==> config.mk <==
export PLATFORM = sky130hd
export DESIGN_NAME = button_debounce_hold_click
export DESIGN_NICKNAME = d
export VERILOG_FILES = /design/src/design/bdhc_pkg.sv /design/src/design/bdhc_fsm.sv /design/src/design/button_debounce_hold_click.sv
export SDC_FILE = /design/constraint.sdc
export NUM_CORES = 1
export LEC_CHECK = 0
export ABC_AREA = 1
export CAP_MARGIN = 30
export CORE_ASPECT_RATIO = 0.7
export CORE_MARGIN = 2
export CORE_UTILIZATION = 55
export DETAILED_ROUTE_END_ITERATION = 10
export DONT_BUFFER_PORTS = 1
export GPL_TIMING_DRIVEN = 0
export HOLD_SLACK_MARGIN = 0.06
export PLACE_DENSITY = 0.7
export SLEW_MARGIN = 20
export SYNTH_ARGS = -nofsm -noshare
export SYNTH_HDL_FRONTEND = slang
export SYNTH_SLANG_ARGS = --single-unit
==> constraint.sdc <==
create_clock -name clk_i -period 3.57 [get_ports clk_i]
set_input_delay 0.357 -clock clk_i [delete_from_list [all_inputs] [get_ports clk_i]]
set_output_delay 0.357 -clock clk_i [all_outputs]
set_load 0.005 [all_outputs]
==> src/design/bdhc_pkg.sv <==
// Package: shared types and constants for the button debounce hold/click block.
`default_nettype none

package bdhc_pkg;

  // Button state codes
  localparam logic [1:0] ST_RELEASED = 2'd0;
  localparam logic [1:0] ST_PRESSED  = 2'd1;
  localparam logic [1:0] ST_HELD     = 2'd2;

  // Configuration register indexes
  localparam int unsigned CFG_IDX_W = 2;
  localparam logic [CFG_IDX_W-1:0] CFG_DEBOUNCE = 2'd0;
  localparam logic [CFG_IDX_W-1:0] CFG_HOLD     = 2'd1;

  // Configuration reset values
  localparam logic [15:0] DEBOUNCE_RST = 16'd50;
  localparam logic [15:0] HOLD_RST     = 16'd1000;

  // One pin sample
  typedef struct packed {
    logic        pin_level;
    logic [31:0] now_ms;
    logic        consume_click;
  } in_t;

  // One result
  typedef struct packed {
    logic [1:0] button_state;
    logic       clicked;
  } out_t;

  // Timing configuration
  typedef struct packed {
    logic [15:0] debounce_ms;
    logic [15:0] hold_ms;
  } cfg_t;

endpackage

`default_nettype wire

==> src/design/bdhc_fsm.sv <==
// Debounce and press state machine: state registers and next-state logic.
`default_nettype none

module bdhc_fsm (
  input  wire logic             clk_i,
  input  wire logic             rst_ni,
  input  wire logic             step_i,
  input  wire bdhc_pkg::in_t    sample_i,
  input  wire bdhc_pkg::cfg_t   cfg_i,
  output bdhc_pkg::out_t        result_o
);

  logic [1:0]  state_q, state_d;
  logic        deb_q, deb_d;
  logic [31:0] start_q, start_d;
  logic        click_q, click_d;

  logic        active;
  logic [31:0] elapsed;
  logic        deb_ok;
  logic        hold_ok;
  logic        click_rep;

  // Elapsed time since debounce start, wrapping
  assign active  = ~sample_i.pin_level;
  assign elapsed = sample_i.now_ms - start_q;
  assign deb_ok  = elapsed >= {16'd0, cfg_i.debounce_ms};
  assign hold_ok = elapsed >= {16'd0, cfg_i.hold_ms};

  // Compute the next state for this sample
  always_comb begin
    state_d   = state_q;
    deb_d     = deb_q;
    start_d   = start_q;
    click_rep = click_q;

    // Open the window or accept the press
    if (active && (state_q == bdhc_pkg::ST_RELEASED)) begin
      if (!deb_q) begin
        deb_d     = 1'b1;
        start_d   = sample_i.now_ms;
        click_rep = 1'b0;
      end else if (deb_ok) begin
        state_d = bdhc_pkg::ST_PRESSED;
      end
    end

    // Release: close the window, flag a click from pressed
    if (!active) begin
      case (state_q)
        bdhc_pkg::ST_PRESSED: begin
          deb_d     = 1'b0;
          click_rep = 1'b1;
          state_d   = bdhc_pkg::ST_RELEASED;
        end
        bdhc_pkg::ST_HELD: begin
          deb_d   = 1'b0;
          state_d = bdhc_pkg::ST_RELEASED;
        end
        default: begin
        end
      endcase
    end

    // Promote to held; start is unchanged outside released
    if ((state_d == bdhc_pkg::ST_PRESSED) && hold_ok) begin
      state_d = bdhc_pkg::ST_HELD;
    end

    click_d = click_rep & ~sample_i.consume_click;
  end

  assign result_o.button_state = state_d;
  assign result_o.clicked      = click_rep;

  // Advance state once per transaction
  always_ff @(posedge clk_i or negedge rst_ni) begin
    if (!rst_ni) begin
      state_q <= bdhc_pkg::ST_RELEASED;
      deb_q   <= 1'b0;
      start_q <= 32'd0;
      click_q <= 1'b0;
    end else if (step_i) begin
      state_q <= state_d;
      deb_q   <= deb_d;
      start_q <= start_d;
      click_q <= click_d;
    end
  end

endmodule

`default_nettype wire

==> src/design/button_debounce_hold_click.sv <==
// Top level: button debounce with click and long-press detection.
`default_nettype none

// Takes one active-low pin sample with a millisecond timestamp per transaction
// and returns one result (released, pressed or held, plus a pending-click flag)
// per sample. A sample can be accepted every clock cycle while the result is not
// stalled. The accepted sample is held in the input register, and the state
// update loads its result into the result register. The state update is a
// 32-bit wrapping subtract and two compares against the debounce and hold
// limits. When the result is stalled, one more sample is held in the input
// register before ready drops. Configuration (index 0 debounce_ms, index 1
// hold_ms) is to be written through the plain write port only while no sample
// is in flight; the block does not enforce this. Other indexes are ignored.
module button_debounce_hold_click (
  input  wire logic                               clk_i,
  input  wire logic                               rst_ni,
  input  wire logic                               in_valid_i,
  output logic                                    in_ready_o,
  input  wire bdhc_pkg::in_t                      in_data_i,
  output logic                                    out_valid_o,
  input  wire logic                               out_ready_i,
  output bdhc_pkg::out_t                          out_data_o,
  input  wire logic                               cfg_we_i,
  input  wire logic [bdhc_pkg::CFG_IDX_W-1:0]     cfg_idx_i,
  input  wire logic [15:0]                        cfg_wdata_i
);

  bdhc_pkg::cfg_t cfg_q;
  bdhc_pkg::in_t  s1_data_q;
  logic           s1_valid_q;
  logic           s1_adv;
  bdhc_pkg::out_t res;
  bdhc_pkg::out_t out_q;
  logic           out_valid_q;

  // Configuration registers
  always_ff @(posedge clk_i or negedge rst_ni) begin
    if (!rst_ni) begin
      cfg_q.debounce_ms <= bdhc_pkg::DEBOUNCE_RST;
      cfg_q.hold_ms     <= bdhc_pkg::HOLD_RST;
    end else if (cfg_we_i) begin
      case (cfg_idx_i)
        bdhc_pkg::CFG_DEBOUNCE: cfg_q.debounce_ms <= cfg_wdata_i;
        bdhc_pkg::CFG_HOLD:     cfg_q.hold_ms     <= cfg_wdata_i;
        default: begin
        end
      endcase
    end
  end

  // Stage handshake
  assign s1_adv     = s1_valid_q && (!out_valid_q || out_ready_i);
  assign in_ready_o = !s1_valid_q || s1_adv;

  // Input register: hold the accepted sample
  always_ff @(posedge clk_i or negedge rst_ni) begin
    if (!rst_ni) begin
      s1_valid_q <= 1'b0;
    end else if (in_ready_o) begin
      s1_valid_q <= in_valid_i;
    end
  end

  always_ff @(posedge clk_i) begin
    if (in_valid_i && in_ready_o) begin
      s1_data_q <= in_data_i;
    end
  end

  // State update for the sample in the input register
  bdhc_fsm u_fsm (
    .clk_i    (clk_i),
    .rst_ni   (rst_ni),
    .step_i   (s1_adv),
    .sample_i (s1_data_q),
    .cfg_i    (cfg_q),
    .result_o (res)
  );

  // Result register
  always_ff @(posedge clk_i or negedge rst_ni) begin
    if (!rst_ni) begin
      out_valid_q <= 1'b0;
    end else if (!out_valid_q || out_ready_i) begin
      out_valid_q <= s1_valid_q;
    end
  end

  always_ff @(posedge clk_i) begin
    if (s1_adv) begin
      out_q <= res;
    end
  end

  assign out_valid_o = out_valid_q;
  assign out_data_o  = out_q;

`ifndef ASSERT_OFF
  // An accepted sample lands in the input register
  a_in_capture: assert property (@(posedge clk_i) disable iff (!rst_ni)
    (in_valid_i && in_ready_o) |=> s1_valid_q)
    else $error("accepted sample not captured");

  // A sample leaving the input register always produces a result
  a_result_load: assert property (@(posedge clk_i) disable iff (!rst_ni)
    s1_adv |=> out_valid_o)
    else $error("result not loaded after state update");

  // No click can be pending while the button is down
  a_no_click_down: assert property (@(posedge clk_i) disable iff (!rst_ni)
    (out_valid_o && (out_data_o.button_state != bdhc_pkg::ST_RELEASED))
      |-> !out_data_o.clicked)
    else $error("click pending while pressed or held");

  // Only released, pressed and held are reported
  a_state_code: assert property (@(posedge clk_i) disable iff (!rst_ni)
    out_valid_o |-> (out_data_o.button_state == bdhc_pkg::ST_RELEASED ||
                     out_data_o.button_state == bdhc_pkg::ST_PRESSED ||
                     out_data_o.button_state == bdhc_pkg::ST_HELD))
    else $error("invalid button state reported");
`endif

endmodule

`default_nettype wire

# Word level (Yosys, flattened, before mapping)
# Index checks and enable logic that the tools add are counted.
[totals] output_inout_bits=5 in_bits=57 n_memories=0 rom_bits=0 latch_bits=0 ram_bits=0 word_cells=51 ff_bits=107
[classes] n_bitwise=4 n_div=0 add_sub_neg=1 n_mux=13 n_lt_le_gt_ge=2 reduce_logical=14 n_eq_ne=4 shifts=0 mul=0
[op_table] op="32-bit by 16-bit greater-or-equal comparator with 1-bit output" count=2
[op_table] op="32-bit subtractor" count=1
[op_table] op="2-bit 2-to-1 mux" count=6
[op_table] op="1-bit 2-to-1 mux" count=7
[op_table] op="2-bit by 1-bit == test with 1-bit output, second input constant" count=3
[op_table] op="1-bit logical AND" count=4
[op_table] op="2-bit logical NOT" count=2
[op_table] op="2-bit AND reduction" count=2
[op_table] op="1-bit NOT" count=3
[op_table] op="3-bit AND reduction" count=1
[op_table] op="2-bit == test, second input constant" count=1
[op_table] op="1-bit logical NOT" count=2
[op_table] op="1-bit logical OR" count=2
[op_table] op="2-bit OR reduction" count=1
[op_table] op="1-bit bitwise AND" count=1

# Depth between registers and ports, before layout
# Gate-level depths: netlist (run 1).
[logic_depth] ltp_word=10 mapped_depth=26 depth_no_buf=26

# Hierarchy
# From an unflattened synthesis (run 1), not the netlist that was laid out.
[hier_totals] cells_unflattened=990 hier_area_um2=7302.0
[modules_own_cells] module="bdhc_fsm" seq_area_each_um2=900.9 instances=1 area_per_inst_um2=4744.6 cells_each=800
[modules_own_cells] module="button_debounce_hold_click" seq_area_each_um2=1973.1 instances=1 area_per_inst_um2=2557.5 cells_each=190

# Least setup slack after synthesis (run 1)
# Ideal clock, no wire load.
[synth_timing] path_kind="reg-to-reg" startpoint="register s1_data_q[8] (netlist bit)" endpoint="register out_q (netlist bit out_data_o[1]) (data pin)" path_slack_ps=761 synth_period_minus_slack_ps=2809 path_stages_with_launch=18 n_path_buf=0 t_arrival_ps=2554 t_required_ps=3315 setup_time_ps=255 cell_sequence="edfxtp_1 -> ha_1 -> nand2_2 -> inv_1 -> nand2_1 -> nand2_1 -> nand3b_1 -> xor2_1 -> ha_1 -> a21oi_1 -> nor3_1 -> a211oi_1 -> nand2_1 -> a21oi_1 -> nand3_1 -> nand2_2 -> a21boi_0 -> and2_1"
[synth_rtl] item="start: declaration" line_no="button_debounce_hold_click.sv:29" text="bdhc_pkg::in_t s1_data_q;"
[synth_rtl] item="start signal: assignment" line_no="button_debounce_hold_click.sv:66" text="s1_data_q <= in_data_i;"
[synth_rtl] item="end signal: assignment" line_no="button_debounce_hold_click.sv:91" text="out_q <= res;"
[synth_rtl] item="end: declaration" line_no="button_debounce_hold_click.sv:33" text="bdhc_pkg::out_t out_q;"

==> results of run 1 <==
## worst register-to-register path: cells and delay by family, from the launching register on
family	cells	cell delay, ps
AOI/OAI and AO/OA	3	430
xor gates and xnor gates	1	230
adders and majority gates	2	710
buffers and inverters	1	70
DFF	1	410
and+or+nand+nor	11	1190
## layout by cell type (no fill, tap or decap), types with 4 or more instances in the layout
cell	Yosys	final
nand2_1	288	288
inv_1	201	200
nor2_1	76	76
ha_1	65	64
dfrtp_1	61	61
a21oi_1	59	59
o21ai_0	39	39
nand3_1	37	37
edfxtp_1	37	37
xor2_1	15	13
clkbuf_1	12	12
nand2_2	9	9
nor3_1	9	9
nand4_1	9	9
dfstp_2	9	9
clkbuf_16	0	9
nand3b_1	5	5
nor2_2	4	4
o21bai_1	4	4
## state kept, by name, indices dropped and copies added, names as in the netlist, 2 cells and up
signal	count
s1_data_q	34
cfg_q	32
u_fsm.start_q	32
out_data_o	3
u_fsm.state_q	2
## area by class of cell
cell class / count / area (um^2)
fillers: 1167 / 4810
flip-flops and latches: 107 / 2870
well taps: 162 / 203
repair buffers: 4 / 52.6
clock buffers: 9 / 225
multi-input cells: 641 / 3450
inverters: 204 / 766
plain buffers: 12 / 45.0
clock inverters: 7 / 82.6
## synth_stat cells, types with 2 or more instances
| master | n |
|---|---|
| a21oi_1 | 59 |
| nand4_1 | 9 |
| inv_2 | 2 |
| nand3_1 | 37 |
| nor2_1 | 76 |
| inv_1 | 201 |
| clkbuf_1 | 12 |
| and3_1 | 3 |
| nor2_2 | 4 |
| a21boi_0 | 2 |
| xor2_1 | 15 |
| nand3b_1 | 5 |
| dfrtp_1 | 61 |
| a211oi_1 | 2 |
| nor3_1 | 9 |
| o21ai_0 | 39 |
| dfstp_2 | 9 |
| edfxtp_1 | 37 |
| nand2_1 | 288 |
| o21bai_1 | 4 |
| ha_1 | 65 |
| nand2_2 | 9 |
## repair_timing
action	4_1_cts	5_1_grt
resized for setup	0	3
hold endpoints to repair	70	0
setup endpoints to repair	0	3
hold buffers	2	0
setup buffers	0	2
## power groups by stage
| stage | registers [mW] | logic [mW] | clock network (mW) |
|---|---|---|---|
| finish | 1.69 | 3.65 | 1.05 |
| global route | 1.72 | 4.20 | 1.11 |
| CTS | 1.69 | 3.58 | 1.07 |
| detailed placement | 1.71 | 3.52 | 0 |
| global placement | 1.70 | 3.46 | 0 |
| floorplan | 1.68 | 2.74 | 0 |
## metal layers
metal | up-vias | part of all wire, % | global-route usage [%]
li1 | 3024 | - | -
met1 | 2600 | 55 | 37.2
met4 | 0 | 1.2 | 5.46
met5 | - | 0 | 0
met3 | 16 | 5.3 | 3.90
met2 | 154 | 39 | 33.2
## cell families after synthesis
group / after synthesis / synth area share [%]
AND/OR/NAND/NOR: 447 / 26.1
AO/OA/AOI/OAI: 111 / 8.31
multiplexers: 1 / 0.158
adder cells (fa/ha/maj): 66 / 11.7
buffers and inverters: 216 / 11.4
XOR/XNOR: 16 / 1.97
flip-flops: 107 / 40.4
## final timing paths
kind / start / end / slack, ps / depth (start not counted)
max: s1_data_q[4] / out_data_o[1] / 280 / 18
min: in_data_i[23] / s1_data_q[23] / 90 / 0
max reg2reg: s1_data_q[4] / out_data_o[1] / 280 / 18
min reg2reg: u_fsm.start_q[0] / u_fsm.start_q[0] / 490 / 2
max in group asynchronous: rst_ni / cfg_q[8] / 2690 / 2
min in group asynchronous: rst_ni / u_fsm.start_q[7] / 550 / 2
## per-stage QoR
| step | hold slack [ps] | setup WS, ps | total power, mW | cell area [um^2] | std cells |
|---|---|---|---|---|---|
| after floorplan | 61.4 | 761 | 4.42 | 7120 | 964 |
| after global placement | 64.4 | 232 | 5.16 | 7320 | 1126 |
| after detailed placement | 63.8 | 184 | 5.24 | 7320 | 1126 |
| after CTS | 80.5 | 142 | 6.35 | 7670 | 1144 |
| after global routing | 76.6 | 7.28 | 7.04 | 7700 | 1146 |
| final | 88.2 | 279 | 6.40 | 7700 | 1146 |
==> run metrics, run 1 <==
Core Area about 13000 um^2; total count of hold-check failures in the final report 0; Static Leak approximately 4.2 nW; max-cap check violation count 0; combinational share of power between 50% and 60%; highest achievable clock rate ~300 MHz; GP Congestion 0.930; Diodes inserted 0; die width approximately 140 um; VDD IR-drop max 449 uV; kind of end point of the critical path flip-flop; global-route wire length before repair roughly 26 mm; post-route DRC violation count 0; Clock Skews 9.20 ps; number of nets in the finished design 1102; Placement Rows 34; Relative slew margins 53.1%; sink count of the clock tree 107; first-iteration detailed-routing DRC count a little under 400; startpoint type of the worst setup path flip-flop; Yosys warning count 0; total of endpoints with negative setup slack in the final report 0; number of top-level design ports 62; register clock-pin slew on the reported worst setup and hold paths about 80 ps; maximum number of pins on one net before global-route repair around 70; Main synth FF type dfrtp_1; cell with the most instances on the worst path nand2_1; Crit path buffers/inverters 1; number of synthesized flops with an enable pin 37; Synth Area per Inst 7.39 um^2; via count of the first global-routing pass about 5200; Die Ht between 90 and 100 um; Max stage delay cell, worst path ha_1; Clk pwr share about 17%; clock insertion delay at the later pin of the skew report roughly 360 ps; Flop pwr share approximately a quarter; CP delay by family, top simple AND/OR/NAND/NOR gates; power density normalized to cell area roughly 830 nW/um^2; global routing usage summed across all routing layers a little under a quarter; portion of the post-synthesis area used by sequential elements about 40%; number of vias per cell ~5.1; RSZ-0062 raised after global routing no; final routed wire length divided by cell count 13.6 um; final wirelength around 16 mm; result of the run completed; Initial DRT Pass Iterations 5; register bit total from synthesis roughly 110; estimated wirelength of the detail-placed design approximately 12 mm; initial standard-cell utilization of the core between 50% and 60%; final total negative setup slack 0 ps; arrival time at the worst endpoint 3400 ps; Net Switching about 2.9 mW; Crit Path Category reg2reg; full die area approximately 14000 um^2; cell area after synthesis 7120 um^2; cell-internal power 3.45 mW; fin crit share just over 90%; number of levels in the clock H-tree 3; residual antenna-violating net count after detailed routing 0; global route total overflow 0; Slew Viols, Final 0; clock tree from TritonCTS yes; layout cell share with drive strength beyond 1 around 5.5%; maximum number of buffers from clock root to sink 2; number of standard cells after synthesis about 960; top cell type's share of synthesized area a little over a fifth; number of I/O port buffers 0; top area cells in the synthesized netlist dfrtp_1 (21%), edfxtp_1 (16%), nand2_1 (15%); routed vias 5794; worst min-delay path class in2reg; final core area utilization between 60% and 70%; maximum fanout along the worst path 5; Root Driver clkbuf_16; data required time at the worst endpoint 3680 ps; Post-Syn Nets 1087; number of antenna violations at the first check in global routing 0; Switching Fraction 46.0%; CP Cell Sequence ha_1 -> nand2_1 -> nor2_1 -> nand2_1 -> nand2_2 -> nand2_1 -> nand2_2 -> xor2_2 -> ha_1 -> inv_1 -> nor3_1 -> a211oi_1 -> nand2_1 -> a21oi_1 -> nand3_1 -> nand2_2 -> a21boi_0 -> and2_1; Cell variety after synth 38; area leader, netlist dfrtp_1; post-synthesis async set-or-reset flop share approximately two thirds; post-synthesis to final-layout area growth 8.15%; maximum cell stage delay along the critical path ~420 ps; actual transition at the worst max-transition pin slightly above 700 ps; TritonCTS buffer count 9; Min Clock Period, post-route 3290 ps
No activity file was read; power rests on OpenSTA's default activity.
==> inputs of run 2 (changes only) <==
- PLACE_DENSITY: 0.7 -> 0.73
- clock period: 3.57 -> 2.83 ns (I/O delays scaled with it)
==> run metrics, run 2 (same netlist as run 1, synthesis figures left out) <==
result of the run finished with violations; violated checks negative setup slack; placed cell area 7320 um^2 (unchanged); global-route wire length before repair 27.2 mm (+5.7%); global routing usage summed across all routing layers 24.3% (+0.97 points); flip-flop count of the largest register, all copies and words added 34 (unchanged); Core Area 12500 um^2 (unchanged); Placement Rows 34 (unchanged); sequential standard cell area 2870 um^2 (unchanged); hold path cells 2 (+2); actual transition at the worst max-transition pin 720 ps (+16.3 ps); Relative slew margins 52.0% (-1.1 points); global route total overflow 0 (unchanged); final-layout fill cell count 965 (-17%); Crit Path Category reg2reg; TritonCTS buffer count 9 (unchanged); Clock Skews 8.97 ps (-0.236 ps); reg-to-reg critical path startpoint s1_data_q[7]; post-synthesis to final-layout area growth 24.7%; VDD IR-drop max 707 uV (+57%); full die area 13900 um^2 (unchanged); worst min-delay path class in2reg; initial standard-cell utilization of the core 56.9% (unchanged); largest registers in the final layout s1_data_q (34), cfg_q (32), u_fsm.start_q (32); via count of the first global-routing pass 5829 (+11%); worst min-delay path endpoint cfg_q[3]; register clock-pin slew on the reported worst setup and hold paths 80 ps (about the same); total count of hold-check failures in the final report 0 (unchanged); first-iteration detailed-routing DRC count 408 (+3.0%); Root Driver clkbuf_16; global-route met2 utilization 36.1% (+3.0 points); routed vias 6211 (+7.2%); Die Ht 99.2 um (unchanged); clock tree from TritonCTS yes; met3 Use GR 5.20% (+1.3 points); maximum number of buffers from clock root to sink 2 (unchanged); worst reg2reg path endpoint out_data_o[1]; power density normalized to cell area 1080 nW/um^2 (+30%); kind of end point of the critical path flip-flop; startpoint type of the worst setup path flip-flop; final wirelength 17.3 mm (+11%); Min Clock Period, post-route 3110 ps (-182 ps); fin crit share 110% (+18 points); combined area of the multi-input logic cells 4070 um^2 (+18%); sink count of the clock tree 107 (unchanged); Static Leak 4.55 nW (+8.5%); final design instance area without fill 8880 um^2 (+15%); Initial DRT Pass Iterations 5 (unchanged); total of endpoints with negative setup slack in the final report 4 (+4); number of nets in the finished design 1166 (+5.8%); number of vias per cell 5.13 (+1.5%); residual antenna-violating net count after detailed routing 0 (unchanged); estimated wirelength of the detail-placed design 11.9 mm (-1.3%); GP Congestion 0.938 (+0.81%); met1 track demand over resource in global routing 36.7% (-0.49 points); RSZ-0062 raised after global routing yes; Slew Viols, Final 0 (unchanged); flop-to-flop setup slack -280 ps (-560 ps); post-route DRC violation count 0 (unchanged); post-place setup slack -457 ps (-640 ps); arrival time at the worst endpoint 3210 ps (-190 ps); number of levels in the clock H-tree 3 (unchanged); max-cap check violation count 0 (unchanged); number of antenna violations at the first check in global routing 0 (unchanged); maximum fanout along the worst path 4 (-1); data required time at the worst endpoint 2940 ps (-740 ps); highest achievable clock rate 322 MHz (+5.9%); clock insertion delay at the later pin of the skew report 360 ps (about the same); number of top-level design ports 62 (unchanged); final routed wire length divided by cell count 14.3 um (+5.1%); leading cell type in the layout, fill and taps excluded nand2_1; Diodes inserted 0 (unchanged); layout cell share with drive strength beyond 1 18.2% (+13 points); most crowded layer after global routing met1; register with the most flip-flops s1_data_q; number of I/O port buffers 0 (unchanged); maximum number of pins on one net before global-route repair 71 (unchanged); depth of the worst register-to-register path 20 (+2); most used cells in the layout excluding fill and tap cells nand2_1 (258), inv_1 (182), nor2_1 (70); worst min-delay path startpoint cfg_wdata_i[3]; final setup slack of the worst path -279 ps (-558 ps); die width 140 um (unchanged)
run 2: how the worst max path moves through the flow:
stage / from / end / slack, ps / cells past startpoint
after floorplan: s1_data_q[8] / out_data_o[1] / 20 / 17
after detailed placement: s1_data_q[8] / out_data_o[1] / -460 / 17
after CTS: s1_data_q[7] / out_data_o[2] / -200 / 18
final: s1_data_q[7] / out_data_o[1] / -280 / 20
after global routing: s1_data_q[3] / out_data_o[2] / -390 / 18
after global placement: s1_data_q[8] / out_data_o[1] / -400 / 17
run 2: what timing repair did:
item	in CTS	in global routing
hold buffers	36	0
setup endpoints to repair	4	4
resized for setup	54	86
buffers inserted	14	18
endpoints found under the hold margin	104	0
pin swaps	31	57
run 2: per-stage QoR:
stage	setup TNS, ps	instances	power (mW)	hold WS (ps)	util (%)
finish	-919	1210	9.61	65.0	71.0
global placement	-1250	1126	6.47	-9.33	58.5
floorplan	0	964	5.57	-12.6	-
global route	-1460	1210	10.4	70.1	71.0
detailed placement	-1510	1126	6.59	-10.5	58.5
CTS	-704	1192	8.45	65.4	66.9
run 2: routing by layer:
metal	part of all wire, %	routed length, um	vias up
met4	1.5	266	0
li1	-	-	3150
met5	0	0	-
met3	6.3	1100	22
met2	42	7360	185
met1	50	8600	2854
run 2: layout make-up:
| type | instances | share of cell area, % |
|---|---|---|
| well taps | 162 | 2.28 |
| plain buffers | 12 | 0.507 |
| clock inverters | 3 | 0.254 |
| clock buffers | 13 | 2.95 |
| multi-input cells | 641 | 45.8 |
| repair buffers | 68 | 7.19 |
| inverters | 204 | 8.63 |
| flip-flops and latches | 107 | 32.4 |
run 2: critical path: stages (launching register included):
cell and delay (ps):
edfxtp_1 450, ha_4 340, nand2_4 90, inv_2 80, nand2_2 60, nand2_2 80
inv_2 50, nand2_4 90, nand2_2 60, nand2_2 100, xor2_4 230, ha_4 250
inv_2 70, nor3_2 50, a211oi_2 180, nand2_1 100, a21oi_2 130, nand3_1 90
nand2_2 120, a21boi_2 80, and2_1 150
run 2: power by group:
group          internal, mW  leakage (nW)  switching [mW]  total [mW]
sequential             1.99          1.16           0.168        2.15
clock                 0.655         0.136           0.565        1.22
combinational          2.57          3.26            3.66        6.23
==> inputs of run 3 (changes only) <==
- PLACE_DENSITY: 0.73 -> 0.7
- SKIP_LAST_GASP: default -> 1
- clock period: 2.83 -> 3 ns (I/O delays scaled with it)
==> run metrics, run 3 (same netlist as run 1, synthesis figures left out) <==
Metal-1 WL 8.75 mm (+1.7%); routed vias 6128 (-1.3%); power density normalized to cell area 998 nW/um^2 (-7.8%); Die Ht 99.2 um (unchanged); clock insertion delay at the later pin of the skew report 360 ps (about the same); startpoint type of the worst setup path flip-flop; number of levels in the clock H-tree 3 (unchanged); Max stage delay cell, worst path edfxtp_1; Min Clock Period, post-route 3110 ps (+1.55 ps); Placement Rows 34 (unchanged); worst reg2reg path endpoint out_data_o[1]; number of vias per cell 5.11 (-0.51%); estimated wirelength of the detail-placed design 12.1 mm (+1.4%); Clock Skews 9.86 ps (+0.891 ps); most used cells in the layout excluding fill and tap cells nand2_1 (276), inv_1 (193), nor2_1 (73); largest registers in the final layout s1_data_q (34), cfg_q (32), u_fsm.start_q (32); max-cap check violation count 0 (unchanged); RSZ-0062 raised after global routing yes; total of endpoints with negative setup slack in the final report 4 (unchanged); fin cells 1200 (-0.83%); Slew Viols, Final 0 (unchanged); post-route DRC violation count 0 (unchanged); post-place setup slack -386 ps (+70.4 ps); Root Driver clkbuf_16; Initial DRT Pass Iterations 5 (unchanged); post-synthesis to final-layout area growth 20.5%; VDD IR-drop max 626 uV (-11%); Core Area 12500 um^2 (unchanged); CP delay by family, top simple AND/OR/NAND/NOR gates; register with the most flip-flops s1_data_q; register clock-pin slew on the reported worst setup and hold paths 80 ps (about the same); end point of the critical path out_data_o[1]; fin crit share 104% (-6.2 points); final setup slack of the worst path -110 ps (+168 ps); maximum cell stage delay along the critical path 440 ps (about the same); arrival time at the worst endpoint 3220 ps (about the same); number of cells on the critical path 18 (-10%); flop-to-flop setup slack -110 ps (+170 ps); global-route wire length before repair 27.3 mm (+0.38%); Crit Path Category reg2reg; Relative slew margins 52.7% (+0.70 points); maximum number of buffers from clock root to sink 2 (unchanged); data required time at the worst endpoint 3110 ps (+170 ps); Worst Setup SP s1_data_q[9]; via count of the first global-routing pass 5611 (-3.7%); maximum number of pins on one net before global-route repair 71 (unchanged); global routing usage summed across all routing layers 24.8% (+0.48 points); leading cell type in the layout, fill and taps excluded nand2_1; GP Congestion 0.930 (-0.80%); initial standard-cell utilization of the core 56.9% (unchanged); number of top-level design ports 62 (unchanged); layout cell share with drive strength beyond 1 13.0% (-5.2 points); sink count of the clock tree 107 (unchanged); number of I/O port buffers 0 (unchanged); number of antenna violations at the first check in global routing 0 (unchanged); result of the run finished with violations; final routed wire length divided by cell count 14.2 um (-1.1%); depth of the worst register-to-register path 18 (-10%); number of nets in the finished design 1156 (-0.86%); violated checks negative setup slack; CP Cell Sequence ha_4 -> nand2_4 -> buf_4 -> nor2_4 -> inv_1 -> nor2_2 -> nand2_1 -> nand2_2 -> xor2_4 -> ha_1 -> inv_1 -> o31ai_2 -> a21oi_2 -> nand3_2 -> nand2_2 -> nand3_1 -> nand2_1 -> and2_1; flip-flop count of the largest register, all copies and words added 34 (unchanged); Diodes inserted 0 (unchanged); routed length on met3 917 um (-16%); die width 140 um (unchanged); worst min-delay path class in2reg; actual transition at the worst max-transition pin 708 ps (-12.6 ps); Static Leak 4.47 nW (-1.9%); full die area 13900 um^2 (unchanged); clock tree from TritonCTS yes; worst min-delay path startpoint cfg_wdata_i[3]; Crit path buffers/inverters 3 (unchanged); placed cell count 1126 (unchanged); kind of end point of the critical path flip-flop; highest signal layer in the routed design met4; highest achievable clock rate 322 MHz (about the same); first-iteration detailed-routing DRC count 392 (-3.9%); total count of hold-check failures in the final report 0 (unchanged); global route total overflow 0 (unchanged); reg-to-reg critical path startpoint s1_data_q[9]; final wirelength 17.0 mm (-1.9%); maximum fanout along the worst path 4 (unchanged); final total negative setup slack -293 ps (+627 ps); TritonCTS buffer count 9 (unchanged); met2 WL post-DR 7.14 mm (-2.9%); residual antenna-violating net count after detailed routing 0 (unchanged)
==> run 3: cell count changes in the layout (fill, tap and decap cells not counted), sizes merged <==
cell,previous run,this run
clkbuf,25,21
bufinv,0,1
buf,33,23
inv,204,207
==> run 3: metrics by stage <==
step | cell area, um^2 | hold WS (ps) | utilization (%) | total power, mW
after CTS | 8350 | 76.8 | 66.8 | 8.04
final | 8580 | 79.2 | 68.6 | 8.56
after detailed placement | 7320 | 6.78 | 58.5 | 6.23
after global routing | 8580 | 81.7 | 68.6 | 9.33
after floorplan | 7120 | 4.41 | - | 5.26
after global placement | 7320 | 7.37 | 58.5 | 6.14
==> run 3: worst register-to-register path, cell delays in order, from the launching register on <==
cell and delay (ps):
edfxtp_1 440, ha_4 340, nand2_4 70, buf_4 150
nor2_4 160, inv_1 80, nor2_2 140, nand2_1 80
nand2_2 130, xor2_4 100, ha_1 310, inv_1 70
o31ai_2 280, a21oi_2 60, nand3_2 70, nand2_2 70
nand3_1 90, nand2_1 70, and2_1 160
==> run 3: what timing repair did <==
action	CTS	global route
hold buffers	36	0
hold endpoints to repair	104	0
resized for setup	40	39
buffers inserted	17	5
setup endpoints to repair	4	4
pin swaps	25	32
==> run 3: worst min path at each step <==
| stage | end | slack [ps] | depth (start not counted) |
|---|---|---|---|
| global route | cfg_q[6] | 80 | 2 |
| floorplan | cfg_q[0] | 4 | 0 |
| global placement | u_fsm.start_q[5] | 7 | 0 |
| finish | cfg_q[3] | 80 | 2 |
| CTS | cfg_q[3] | 80 | 2 |
| detailed placement | u_fsm.start_q[7] | 7 | 0 |
==> run 3: power breakdown <==
part / leakage [nW] / internal, mW / switching [mW] / total (mW)
clock: 0.150 / 0.665 / 0.589 / 1.25
sequential: 1.16 / 1.87 / 0.153 / 2.02
combinational: 3.16 / 2.12 / 3.16 / 5.28
==> run 3: cell type report <==
cell class / count / area, um^2
fillers: 1066 / 3930
inverters: 204 / 766
multi-input cells: 641 / 3840
well taps: 162 / 203
flip-flops and latches: 107 / 2870
clock buffers: 9 / 225
repair buffers: 58 / 547
plain buffers: 12 / 45.0
clock inverters: 7 / 82.6
==> run 3: layer usage <==
| metal | track usage (%) | vias up |
|---|---|---|
| li1 | - | 3142 |
| met2 | 37.4 | 179 |
| met5 | 0 | - |
| met1 | 37.8 | 2790 |
| met3 | 3.95 | 17 |
| met4 | 5.85 | 0 |
